**src/design/hsc_pkg.sv**
```systemverilog
// ----------------------------------------------------------------------------
// hsc_pkg
// Shared types and constants for the host name syntax checker.
// ----------------------------------------------------------------------------
`default_nettype none

package hsc_pkg;

  localparam int unsigned CharW   = 8;
  localparam int unsigned NameLimW  = 8;
  localparam int unsigned LabelLimW = 6;
  localparam int unsigned LabelCntW = 7;
  localparam int unsigned TotalCntW = 9;
  localparam int unsigned OutDataW  = 8;

  localparam logic [NameLimW-1:0]  NameLimRst  = 8'd253;
  localparam logic [LabelLimW-1:0] LabelLimRst = 6'd63;

  localparam logic [LabelCntW-1:0] LabelSat = 7'd127;
  localparam logic [TotalCntW-1:0] TotalSat = 9'd511;

  localparam logic [CharW-1:0] ChDot    = 8'h2e;
  localparam logic [CharW-1:0] ChHyphen = 8'h2d;

  // configuration register indexes
  localparam logic CfgMaxName  = 1'b0;
  localparam logic CfgMaxLabel = 1'b1;

  typedef struct packed {
    logic is_dot;
    logic is_hyphen;
    logic is_digit;
    logic is_letter;
  } char_class_t;

endpackage

`default_nettype wire

```
**src/design/hsc_name_state.sv**
```systemverilog
// ----------------------------------------------------------------------------
// hsc_name_state
// Per-name counters and flags, updated once per byte, and the verdict logic.
// ----------------------------------------------------------------------------
`default_nettype none

module hsc_name_state (
  input  wire logic                             clk,
  input  wire logic                             rst_n,
  input  wire logic                             step_en,
  input  wire hsc_pkg::char_class_t             cls,
  input  wire logic                             last_char,
  input  wire logic [hsc_pkg::NameLimW-1:0]     max_name_length,
  input  wire logic [hsc_pkg::LabelLimW-1:0]    max_label_length,
  output logic                                  name_valid
);

  logic [hsc_pkg::LabelCntW-1:0] label_count_r, label_count_nxt;
  logic [hsc_pkg::TotalCntW-1:0] total_count_r, total_count_nxt;
  logic                          prev_hyphen_r, prev_hyphen_nxt;
  logic                          all_digits_r,  all_digits_nxt;
  logic                          failed_r,      failed_nxt;

  logic [hsc_pkg::LabelCntW-1:0] label_lim;
  logic [hsc_pkg::TotalCntW-1:0] name_lim;

  assign label_lim = {1'b0, max_label_length};
  assign name_lim  = {1'b0, max_name_length};

  always_comb begin
    total_count_nxt = total_count_r;
    label_count_nxt = label_count_r;
    failed_nxt      = failed_r;
    all_digits_nxt  = all_digits_r;
    prev_hyphen_nxt = cls.is_hyphen;

    if (total_count_r != hsc_pkg::TotalSat) begin
      total_count_nxt = total_count_r + 1'b1;
    end

    if (cls.is_dot) begin
      // dot closes a label: must be non-empty, within limit, no trailing hyphen
      if ((label_count_r == '0) || (label_count_r > label_lim) || prev_hyphen_r) begin
        failed_nxt = 1'b1;
      end
      label_count_nxt = '0;
    end else begin
      if (!(cls.is_letter || cls.is_digit || cls.is_hyphen)) begin
        failed_nxt = 1'b1;
      end
      if ((label_count_r == '0) && cls.is_hyphen) begin
        failed_nxt = 1'b1;
      end
      if (!cls.is_digit) begin
        all_digits_nxt = 1'b0;
      end
      if (label_count_r != hsc_pkg::LabelSat) begin
        label_count_nxt = label_count_r + 1'b1;
      end
    end
  end

  assign name_valid = !failed_nxt &&
                      (total_count_nxt <= name_lim) &&
                      !cls.is_dot && !cls.is_hyphen &&
                      (label_count_nxt != '0) &&
                      (label_count_nxt <= label_lim) &&
                      !all_digits_nxt;

  always_ff @(posedge clk) begin
    if (!rst_n) begin
      label_count_r <= '0;
      total_count_r <= '0;
      prev_hyphen_r <= 1'b0;
      all_digits_r  <= 1'b1;
      failed_r      <= 1'b0;
    end else if (step_en) begin
      if (last_char) begin
        label_count_r <= '0;
        total_count_r <= '0;
        prev_hyphen_r <= 1'b0;
        all_digits_r  <= 1'b1;
        failed_r      <= 1'b0;
      end else begin
        label_count_r <= label_count_nxt;
        total_count_r <= total_count_nxt;
        prev_hyphen_r <= prev_hyphen_nxt;
        all_digits_r  <= all_digits_nxt;
        failed_r      <= failed_nxt;
      end
    end
  end

endmodule

`default_nettype wire

```
**config.mk**
```make
export PLATFORM = sky130hd
export DESIGN_NAME = hsc_name_state
export DESIGN_NICKNAME = d
export VERILOG_FILES = /design/src/design/hsc_pkg.sv /design/src/design/hsc_name_state.sv
export SDC_FILE = /design/constraint.sdc
export NUM_CORES = 1
export LEC_CHECK = 0
export ABC_AREA = 0
export BUFFER_PORTS_ARGS = -buffer_cell sky130_fd_sc_hd__buf_4
export CORE_MARGIN = 2
export CORE_UTILIZATION = 50
export CTS_CLUSTER_SIZE = 20
export DETAILED_ROUTE_END_ITERATION = 8
export PLACE_DENSITY = 0.71
export SETUP_SLACK_MARGIN = 0.3
export SLEW_MARGIN = 30
export SYNTH_ARGS = -nofsm -noshare
export SYNTH_HDL_FRONTEND = slang
export SYNTH_SLANG_ARGS = --single-unit
export TNS_END_PERCENT = 100
```
**constraint.sdc**
```tcl
create_clock -name clk -period 8.8 [get_ports clk]
set_input_delay 1.32 -clock clk [delete_from_list [all_inputs] [get_ports clk]]
set_output_delay 1.32 -clock clk [all_outputs]
set_load 0.005 [all_outputs]
```
Word level (Yosys, flattened, before mapping):

Cells that the tools add are included.

* bits in registers: 19
* input bits: 22
* output and inout bits: 1
* logic and storage cells: 43

* add/subtract/negate cells: 2
* order comparisons: 3
* eq/ne operators: 2
* muxes and demuxes: 14
* reduce and logical (&&, ||, !) cells: 17

Operators by type and width (count)
* $mux W7: 3
* $mux W9: 2
* $add A9 B1 Y9 const B: 1
* $le A9 B8 Y1: 1
* $mux W1: 9
* $ne A9 B9 Y1 const B: 1
* $add A7 B1 Y7 const B: 1
* $gt A7 B6 Y1: 1
* $le A7 B6 Y1: 1
* $logic_and A1 B1 Y1: 7
* $logic_not A7 Y1: 1
* $ne A7 B7 Y1 const B: 1
* $reduce_bool A7 Y1: 1
* $logic_not A1 Y1: 4
* $logic_or A1 B1 Y1: 4

Longest topological paths before layout:

Gate-level depths: netlist of run 1.

* depth in word-level cells: 12
* mapped depth: 11
* mapped depth without buffers: 11

Worst setup path after synthesis of run 1:

No wires, ideal clock.

* path kind: input port to output port
* start point: input port max_name_length[6] (netlist name)
* end point: output port name_valid
* data arrival time: 2547 ps
* data required time: 7480 ps
* path slack: 4933 ps
* stages: 7
* path buffers: 0
* cell sequence: inv_1 > ha_1 > a2111oi_0 > o21ai_0 > a21oi_1 > o211ai_1 > a311oi_2

* longest elaborated chain between the ends: 7

RTL lines
* start, declared: RTL line hsc_name_state.sv:13 `input wire logic [hsc_pkg::NameLimW-1:0] max_name_length,`
* $le A9 B8 Y1: RTL line hsc_name_state.sv:64 `(total_count_nxt <= name_lim) &&`
* $logic_and A1 B1 Y1: RTL line hsc_name_state.sv:63 `assign name_valid = !failed_nxt &&`
* $logic_and A1 B1 Y1: RTL line hsc_name_state.sv:64
* $logic_and A1 B1 Y1 (2 in a row): RTL line hsc_name_state.sv:65 `!cls.is_dot && !cls.is_hyphen &&`
* $logic_and A1 B1 Y1: RTL line hsc_name_state.sv:66 `(label_count_nxt != '0) &&`
* $logic_and A1 B1 Y1: RTL line hsc_name_state.sv:67 `(label_count_nxt <= label_lim) &&`
* end, declared: RTL line hsc_name_state.sv:15 `output logic name_valid`

Every way passes these cells.

Final worst setup path of run 1:

* start point: register total_count_r[0] (netlist name)
* end point: output port name_valid

* longest elaborated chain between the ends: 9
* elaborated cells between the ends (all ways): 10
* classes of those cells: add/sub (1); order compare (1); eq/ne (1); mux (1); reduce/logical (6)

RTL lines
* start, declared: RTL line hsc_name_state.sv:19 `logic [hsc_pkg::TotalCntW-1:0] total_count_r, total_count_nxt;`
* start signal, assigned: RTL line hsc_name_state.sv:86 `total_count_r <= total_count_nxt;`
* $add A9 B1 Y9 or $ne A9 B9 Y1 (tied branches): RTL line hsc_name_state.sv:38, hsc_name_state.sv:37
* $mux W9 *: RTL line hsc_name_state.sv:37 `if (total_count_r != hsc_pkg::TotalSat) begin`
* $le A9 B8 Y1 *: RTL line hsc_name_state.sv:64
* $logic_and A1 B1 Y1 *: RTL line hsc_name_state.sv:63
* $logic_and A1 B1 Y1 *: RTL line hsc_name_state.sv:64
* $logic_and A1 B1 Y1 * (2 in a row): RTL line hsc_name_state.sv:65
* $logic_and A1 B1 Y1 *: RTL line hsc_name_state.sv:66
* $logic_and A1 B1 Y1 *: RTL line hsc_name_state.sv:67

Every way passes the cells marked *; elsewhere a longest branch is shown, timed or not.

==> reports/metrics.yaml, run 1 <==
outcome:
  status: "finished clean"
floorplan:
  ioPinCount: 23
  core_mm2: 0.003390
  dieArea_mm2: 0.004073
  rows: 21
  initial_core_util: 0.5279
  chipWidth_um: 63.82
  die_y_um: 63.82
setup_path:
  crit_fanout: 9
  cp-end-kind: "primary output"
  startpoint_type: "flop"
  arrival_ns: 3.27
  timing.critical_path.required_ns: 7.48
  crit_type: "reg -> out"
placement:
  numPortBuffers: 22
  hpwl_um: 2992
  place_area_mm2: 0.001951
  gp_congestion: 0.8761
  place_ws_ns: 4.520
grt:
  grt_pass1_vias: 1498
  grt_pass1_wl_um: 6996
  gr-total-overflow: 0
  grt_max_degree: 20
  grt_antenna_before_repair: 0
  grtUsageTotal: 0.2125
sta:
  rsz0062_at_grt: "no"
  hold_viol_final: 0
  max_slew_margin: 0.6467
  tns_ns: 0
  tightest_slew_ns: 0.5290
  skew_ns: 0.004558
  max_freq_mhz: 218.0
  fin_ws_ns: 4.213
  fin_crit_ns: 4.587
  maxSlewViolCount: 0
  setup_viol: 0
  finalCritPeriodShare: 0.5212
routing:
  drc: 0
  vias: 1631
  drtIter0Drc: 125
  drt_wl_total_um: 3912
  post_drt_via_cell_ratio: 5.888
  drt_pre_antenna_iters: 4
  avgRoutedWirePerCell_um: 14.12
  drtAntennaViolNets: 0
logic_synthesis:
  yosys_register_bits: 19
  synth.cell_area_mm2: 0.001789
  synth_cells: 215
  synth_area_per_cell_um2: 8.322
  synthFlopType: "dfxtp_1"
  yosysWarnings: 0
  synth_nets: 260
  synth.yosys.seq_area_share: 0.2126
  synth-edff-count: 0
  netlist-cell-type-count: 57
  ys_async_sr_fraction: 0
clock_tree:
  htree_levels: 1
  clockBufferDepth: 2
  cts_setup_buffers: 0
  path_clk_slew_ns: 0.11
  cts-buffers-inserted: 3
  hold_buffers: 0
  clk_latency_ns: 0.30
  post_cts_resized: 0
  clock-root-buffer: "clkbuf_4"
  clock_sinks: 19
  cts_tree: "done"
layout:
  n_antenna_cell: 0
  nFillCells: 327
  final_cell_mix: "ha_1, buf_4, dfxtp_1, inv_1, a21oi_1"
  nets: 277
  final_common_cell: "ha_1"
  syn2layout_area_growth_pct: 10.49
  drive_above_1_share: 0.1558
  design_area_mm2: 0.001977
  regArea_um2: 380.4
  multi_input_area_mm2: 0.001287
worst_hold_path:
  hold_path.class: "reg -> reg"
pwr:
  power_density_mw_per_mm2: 83.61
  ir_drop_uv: 79.83
  p_leak_nw: 0.9390
run:
  drv_cap: 0
[critical path, cell delays in order (launching register included)]
cell and delay (ns):
dfxtp_1 0.46, ha_1 0.29, and3_1 0.28, nand3_1 0.32
nand2_1 0.16, ha_1 0.26, a2111oi_0 0.40, o21ai_0 0.15
a21oi_1 0.16, o211ai_1 0.12, a311oi_2 0.23, buf_4 0.15
[where the power goes]
group / switching [mW] / total, mW / leakage, nW / internal (mW)
combinational: 0.0166 / 0.0321 / 0.770 / 0.0155
clock: 0.0268 / 0.0445 / 0.0150 / 0.0177
sequential: 0.00148 / 0.0887 / 0.154 / 0.0872
total: 0.0449 / 0.165 / 0.939 / 0.120
[registers in the layout, summed over array words and instances, names as in the netlist]
name	cells
failed_r	1
total_count_r	9
prev_hyphen_r	1
all_digits_r	1
label_count_r	7
[worst paths after layout]
check | from | to | slack (ns) | cells after the start
worst max register to register | label_count_r[4] | failed_r | 6.86 | 6
worst max-delay path | total_count_r[0] | name_valid | 4.21 | 11
worst min-delay path | all_digits_r | all_digits_r | 0.50 | 1
worst min register to register | all_digits_r | all_digits_r | 0.50 | 1
[Yosys cell counts, drive strengths merged, types with 2 or more instances]
cell type / count / area, um2
ha: 23 / 287.8
dfxtp: 19 / 380.4
inv: 16 / 60.06
a21oi: 13 / 65.06
nand2: 10 / 37.54
nor2: 10 / 37.54
nand3: 9 / 45.04
a21o: 8 / 60.06
and3: 8 / 55.05
nor2b: 8 / 50.05
o21ai: 7 / 35.03
clkbuf: 6 / 22.52
o21a: 6 / 45.04
a31oi: 5 / 46.29
nand2b: 5 / 31.28
nand4: 5 / 46.29
nor3: 5 / 30.03
xnor2: 5 / 43.79
a22oi: 4 / 30.03
buf: 4 / 38.78
a2111oi: 3 / 38.79
a211oi: 2 / 20.02
a21boi: 2 / 15.02
a31o: 2 / 17.52
mux2: 2 / 22.52
nand3b: 2 / 15.01
nor4: 2 / 12.51
o211ai: 2 / 15.01
o22ai: 2 / 12.51
o31ai: 2 / 15.01
or3: 2 / 12.51
[per-layer routing]
layer / share of wire / GRT usage / vias up / wire length [um]
li1: - / - / 841 / -
met4: 0.0036 / 0.02446 / 0 / 14
met3: 0.049 / 0.04577 / 2 / 190
met5: 0 / 0 / - / 0
met2: 0.43 / 0.3034 / 26 / 1677
met1: 0.52 / 0.3308 / 762 / 2028
[cells by family (layout without fill, tap and decap cells)]
group,Yosys count,after routing,synth area share
DFF,19,19,0.2126
adders and majority gates,23,23,0.1608
muxes,3,3,0.01818
AOI/OAI and AO/OA,65,65,0.2706
and+or+nand+nor,73,73,0.2406
buffers and inverters,26,42,0.06783
xor gates and xnor gates,6,6,0.02937
[through the flow]
| step | cells | utilization | hold slack (ns) | power [mW] |
|---|---|---|---|---|
| 2_1_floorplan | 215 | - | 0.4504 | 0.1092 |
| 3_3_place_gp | 273 | 0.5755 | 0.4765 | 0.1221 |
| 3_5_place_dp | 273 | 0.5755 | 0.4817 | 0.1225 |
| 4_1_cts | 277 | 0.5832 | 0.5078 | 0.1670 |
| 5_1_grt | 277 | 0.5832 | 0.5400 | 0.1753 |
| 6_report | 277 | 0.5832 | 0.5012 | 0.1653 |
[area by class of cell]
| type | instances | area share |
|---|---|---|
| tap | 46 | 0.02911 |
| sequential | 19 | 0.1924 |
| multi-input combinational | 170 | 0.6513 |
| timing repair buffer | 22 | 0.08354 |
| inverter | 16 | 0.03038 |
| clock buffer | 4 | 0.01329 |
Note: power is estimated with default switching activity, not from simulation.
==> run 2, diff against run 1 <==
==> constraint.sdc (replaced) <==
create_clock -name clk -period 4.55 [get_ports clk]
set_input_delay 0.6825 -clock clk [delete_from_list [all_inputs] [get_ports clk]]
set_output_delay 0.6825 -clock clk [all_outputs]
set_load 0.005 [all_outputs]
==> run 2 against run 1 <==
Sequential power up 93%. Cell area unchanged. Non-clock buffer count unchanged. Largest cell class unchanged. Global-route usage about the same. Critical path type unchanged. Sequential share of layout area unchanged. Count of clock-buffer cells in the layout unchanged. Core utilization unchanged. Routed wire length up 1.9%.
==> reports/metrics.yaml, run 2 (synthesis gave the netlist of run 1 again) <==
sta:
  hold_viol_final: 0
  rsz0062_at_grt: "no"
  max_slew_margin: 0.6790
  tns_ns: 0
  setup_viol: 0
  fin_ws_ns: 0.5652
  skew_ns: 0.008546
  maxSlewViolCount: 0
  finalCritPeriodShare: 0.8758
  tightest_slew_ns: 0.4806
  max_freq_mhz: 251.0
  fin_crit_ns: 3.985
layout:
  fin_cells: 277
  final_common_cell: "ha_1"
  design_area_mm2: 0.001977
  syn2layout_area_growth_pct: 10.49
  drive_above_1_share: 0.1558
  nFillCells: 310
  n_antenna_cell: 0
  largest_reg_flops: 9
  largest_register: "total_count_r"
  nets: 277
  post-route-util: 0.5832
  reg_top3: "total_count_r x9, label_count_r x7"
  final_cell_mix: "ha_1, buf_4, dfxtp_1, inv_1, a21oi_1"
floorplan:
  die_y_um: 63.82
  initial_core_util: 0.5279
  dieArea_mm2: 0.004073
  chipWidth_um: 63.82
  ioPinCount: 23
  core_mm2: 0.003390
  rows: 21
pwr:
  switchingPower_uw: 85.59
  p_comb_frac: 0.195
  clock_power_share: 0.267
  p_leak_nw: 0.9390
  p_seq_frac: 0.538
  power_density_mw_per_mm2: 161.1
  switching_share: 0.2688
  cell_internal_pwr_uw: 232.8
  ir_drop_uv: 182.0
setup_path:
  crit_fanout: 6
  crit_path_start: "total_count_r[0]"
  cp_cell_sequence: "ha_1 > and3_1 > and3_1 > xnor2_1 > nand2_1 > ha_1 > a2111oi_0 > o21ai_0 > a21oi_1 > o211ai_1 > a311oi_2 > buf_4"
  cp_slowest_stage_delay_ns: 0.46
  crit_path_top_delay_cell: "dfxtp_1"
  r2r_start: "label_count_r[4]"
  r2r_end: "failed_r"
  crit_type: "reg -> out"
  timing.critical_path.required_ns: 3.87
  cp-end-kind: "primary output"
  crit_end: "name_valid"
  startpoint_type: "flop"
  r2r_cells: 6
  arrival_ns: 3.30
  r2r_setup_slack_ns: 2.56
clock_tree:
  clock-root-buffer: "clkbuf_4"
  path_clk_slew_ns: 0.11
  cts-buffers-inserted: 3
  clock_sinks: 19
  cts_tree: "done"
  hold_buffers: 0
  clockBufferDepth: 2
  cts_setup_buffers: 0
  htree_levels: 1
  post_cts_resized: 0
  clk_latency_ns: 0.30
routing:
  drtAntennaViolNets: 0
  drtIter0Drc: 74
  drc: 0
  post_drt_via_cell_ratio: 5.801
  vias: 1607
  drt_wl_total_um: 3986
  drt_pre_antenna_iters: 4
  avgRoutedWirePerCell_um: 14.39
grt:
  grt_antenna_before_repair: 0
  grt_pass1_wl_um: 7010
  gr-total-overflow: 0
  grt_pass1_vias: 1491
  grt_max_degree: 20
  grtUsageTotal: 0.2130
run:
  drv_cap: 0
outcome:
  status: "finished clean"
placement:
  hpwl_um: 3091
  dp_cells: 273
  place_area_mm2: 0.001951
  numPortBuffers: 22
  place_ws_ns: 0.9169
  gp_congestion: 0.7926
worst_hold_path:
  hold_path.class: "reg -> reg"
[run 2: cell counts in the layout (fill, tap and decap cells not counted)]
No cell type changed its count.
[run 2: stage by stage]
step	hold WS [ns]	power [mW]
detailed placement	0.4746	0.2362
finish	0.4946	0.3184
floorplan	0.4504	0.2112
CTS	0.5002	0.3202
global placement	0.4774	0.2353
global route	0.5386	0.3350
[run 2: cell type report]
| class | count | area, um2 | area share |
|---|---|---|---|
| Clock buffer | 4 | 26.28 | 0.01329 |
| Multi-Input combinational cell | 170 | 1287 | 0.6513 |
| Timing Repair Buffer | 22 | 165.2 | 0.08354 |
| Inverter | 16 | 60.06 | 0.03038 |
| Tap cell | 46 | 57.56 | 0.02911 |
| Sequential cell | 19 | 380.4 | 0.1924 |
[run 2: power by group through the flow]
stage / clock, mW / combinational (mW) / sequential (mW)
after detailed placement: 0 / 0.0610 / 0.175
after CTS: 0.0871 / 0.0616 / 0.171
final: 0.0850 / 0.0620 / 0.171
after global routing: 0.0938 / 0.0692 / 0.172
after global placement: 0 / 0.0602 / 0.175
after floorplan: 0 / 0.0367 / 0.175
[run 2: worst min path at each step]
stage | from | cells after the start | slack (ns) | end
after floorplan | all_digits_r | 1 | 0.45 | all_digits_r
after global placement | all_digits_r | 1 | 0.48 | all_digits_r
after detailed placement | all_digits_r | 1 | 0.47 | all_digits_r
after CTS | all_digits_r | 1 | 0.50 | all_digits_r
after global routing | all_digits_r | 1 | 0.54 | all_digits_r
final | all_digits_r | 1 | 0.49 | all_digits_r
[run 2: layer usage]
| metal | vias up | global-route usage | wire (um) |
|---|---|---|---|
| met4 | 0 | 0.02174 | 14 |
| li1 | 840 | - | - |
| met2 | 33 | 0.3229 | 1746 |
| met1 | 732 | 0.3171 | 2032 |
| met5 | - | 0 | 0 |
| met3 | 2 | 0.04577 | 192 |
[run 2: critical path: cells and delay by family (launching register included)]
family | cells | cell delay [ns]
adder cells (fa/ha/maj) | 2 | 0.62
buffers and inverters | 1 | 0.15
AO/OA/AOI/OAI | 5 | 1.11
AND/OR/NAND/NOR | 3 | 0.56
flip-flops | 1 | 0.46
XOR/XNOR | 1 | 0.13
==> run 3, diff against run 2 <==
--- a/config.mk
+++ b/config.mk
@@ -5,7 +5,7 @@
 export SDC_FILE = /design/constraint.sdc
 export NUM_CORES = 1
 export LEC_CHECK = 0
-export ABC_AREA = 0
+export ABC_AREA = 1
 export BUFFER_PORTS_ARGS = -buffer_cell sky130_fd_sc_hd__buf_4
 export CORE_MARGIN = 2
 export CORE_UTILIZATION = 50
==> constraint.sdc (replaced) <==
create_clock -name clk -period 4.55 [get_ports clk]
set_input_delay 0.455 -clock clk [delete_from_list [all_inputs] [get_ports clk]]
set_output_delay 0.455 -clock clk [all_outputs]
set_load 0.005 [all_outputs]
==> run 3 against run 2 <==
Via count up 3.4%. Die area down 3.6%. Worst hold slack lost 0.16 ns. Sequential share of layout area is 0.23 points higher. Combinational power fell by 7.1%. Global-route usage shrank 1.1 points. Critical path type unchanged. Highest routed layer unchanged.
==> reports/metrics.yaml, run 3 <==
setup_path:
  crit_path_start: "label_count_r[0]"
  r2r_cells: 8
  cp-end-kind: "primary output"
  startpoint_type: "flop"
  crit_type: "reg -> out"
  r2r_end: "total_count_r[5]"
  cp_cell_sequence: "ha_1 > nand2_2 > nor2_4 > nand2_4 > nand3_1 > nand2_1 > inv_1 > ha_1 > a21oi_1 > nand2_1 > nand2_1 > nand2_1 > nand2_1 > nand2_1 > a21oi_1 > nand2_1 > nor2_1 > buf_4"
  crit_path_top_delay_cell: "dfxtp_1"
  crit_end: "name_valid"
  r2r_start: "total_count_r[0]"
  crit_fanout: 7
  r2r_setup_slack_ns: 2.88
  arrival_ns: 2.70
  timing.critical_path.required_ns: 4.09
  cp_slowest_stage_delay_ns: 0.50
  cp_common_cell: "nand2_1"
logic_synthesis:
  yosys_register_bits: 19
  synth-edff-count: 0
  synth_compound_area_frac: 0.1033
  synth.area.mux_share: 0
  synth_xor_xnor_area_share: 0.02545
  synth_top_family_by_area: "simple AND/OR/NAND/NOR gates"
  netlist-cell-type-count: 28
  synth.area.top_cells: "dfxtp_1, nand2_1, ha_1"
  synth_nets: 319
  yosysMostFrequentCell: "nand2_1"
  synthAdderAreaFrac: 0.1673
  yosysTopAreaCellShare: 0.2211
  yosysWarnings: 0
  synth_cells: 274
  synth.cell_area_mm2: 0.001720
  synth.yosys.seq_area_share: 0.2211
  yosys-top-cells-count: "nand2_1, inv_1, a21oi_1, ha_1, nor2_1"
  yosys.area_share.simple: 0.3745
  ys_async_sr_fraction: 0
  synthFlopType: "dfxtp_1"
  synth_area_per_cell_um2: 6.279
  synth_top_cell_by_area: "dfxtp_1"
grt:
  grt_antenna_before_repair: 0
  gr-total-overflow: 0
  grt_pass1_vias: 1461
  grt_max_degree: 20
  grtUsageTotal: 0.2016
  grt_pass1_wl_um: 6520
layout:
  final_common_cell: "nand2_1"
  multi_input_area_mm2: 0.001154
  final_cell_mix: "nand2_1, inv_1, a21oi_1, ha_1, buf_4"
  reg_top3: "total_count_r x9, label_count_r x7"
  largest_reg_flops: 9
  regArea_um2: 380.4
  fin_cells: 342
  largest_register: "total_count_r"
  drive_above_1_share: 0.1250
  nFillCells: 344
  n_antenna_cell: 0
  syn2layout_area_growth_pct: 13.53
  nets: 342
routing:
  avgRoutedWirePerCell_um: 10.66
  drt_pre_antenna_iters: 4
  drtAntennaViolNets: 0
  vias: 1662
  post_drt_via_cell_ratio: 4.860
  drc: 0
  drtIter0Drc: 93
  drt_wl_total_um: 3646
clock_tree:
  htree_levels: 1
  clk_latency_ns: 0.31
  hold_buffers: 0
  path_clk_slew_ns: 0.11
  cts_tree: "done"
  cts-buffers-inserted: 3
  clock-root-buffer: "clkbuf_4"
  cts_setup_buffers: 0
  clockBufferDepth: 2
  clock_sinks: 19
  post_cts_resized: 0
floorplan:
  ioPinCount: 23
  chipWidth_um: 62.66
  initial_core_util: 0.5197
  core_mm2: 0.003311
  rows: 21
  die_y_um: 62.66
  dieArea_mm2: 0.003926
placement:
  gp_congestion: 0.8599
  numPortBuffers: 22
  hpwl_um: 2897
  dp_cells: 338
sta:
  fin_crit_ns: 3.154
  skew_ns: 0.004130
  finalCritPeriodShare: 0.6932
  setup_viol: 0
  hold_viol_final: 0
  maxSlewViolCount: 0
  whs_ns: 0.3348
  rsz0062_at_grt: "no"
  max_slew_margin: 0.5170
  tightest_slew_ns: 0.7238
  max_freq_mhz: 317.0
  tns_ns: 0
run:
  drv_cap: 0
outcome:
  status: "finished clean"
pwr:
  p_leak_nw: 1.023
  ir_drop_uv: 214.5
  power_density_mw_per_mm2: 162.7
worst_hold_path:
  hold_path.class: "in -> reg"
  min_from: "rst_n"
[run 3: cell types whose count changed after synthesis, moves of 8 or more]
cell / delta
nand3_1: +11
nand2_1: +77
inv_1: +27
a21o_1: -8
a21oi_1: +10
nor2_1: +11
nor2b_1: -8
[run 3: power by group]
group	total, mW	switching [mW]	internal [mW]
logic	0.0576	0.0319	0.0257
registers	0.171	0.00240	0.168
clock network	0.0893	0.0564	0.0329
total	0.318	0.0907	0.227
[run 3: cell type report]
class / count / share of cell area
clock inverter: 1 / 0.002562
inverter: 45 / 0.08648
tap: 46 / 0.02947
sequential: 19 / 0.1947
multi-input combinational: 206 / 0.5906
clock buffer: 3 / 0.01153
timing repair buffer: 22 / 0.08456
[run 3: worst min-delay path by stage]
stage / endpoint / cells past startpoint / slack, ns
6_report: all_digits_r / 2 / 0.33
5_1_grt: all_digits_r / 2 / 0.34
4_1_cts: all_digits_r / 2 / 0.32
3_5_place_dp: prev_hyphen_r / 2 / 0.47
3_3_place_gp: all_digits_r / 2 / 0.46
2_1_floorplan: all_digits_r / 2 / 0.44
[run 3: through the flow]
step                      total power, mW    util  cell area [um2]  setup WS, ns
after floorplan                    0.2084       -             1720         2.077
after global placement             0.2315  0.5816             1926         1.734
after detailed placement           0.2321  0.5816             1926         1.740
after CTS                          0.3196  0.5899             1953         1.371
after global routing               0.3389  0.5899             1953         1.023
final                              0.3177  0.5899             1953         1.396
[run 3: cells by family (layout without fill, tap and decap cells)]
family | Yosys count | after routing
xor gates and xnor gates | 5 | 5
and+or+nand+nor | 145 | 145
DFF | 19 | 19
buffers and inverters | 49 | 71
AOI/OAI and AO/OA | 33 | 33
adders and majority gates | 23 | 23
[run 3: worst max-delay path: cells and delay by family (launching register included)]
family | cells | cell delay [ns]
AOI/OAI and AO/OA | 2 | 0.26
and+or+nand+nor | 12 | 0.93
adders and majority gates | 2 | 0.51
DFF | 1 | 0.50
buffers and inverters | 2 | 0.20
[run 3: per-layer routing]
metal / global-route usage / part of all wire / vias up
met3: 0.03784 / 0.035 / 3
met5: 0 / 0 / -
met4: 0.02500 / 0.0047 / 0
met2: 0.3078 / 0.42 / 22
li1: - / - / 918
met1: 0.3012 / 0.54 / 719
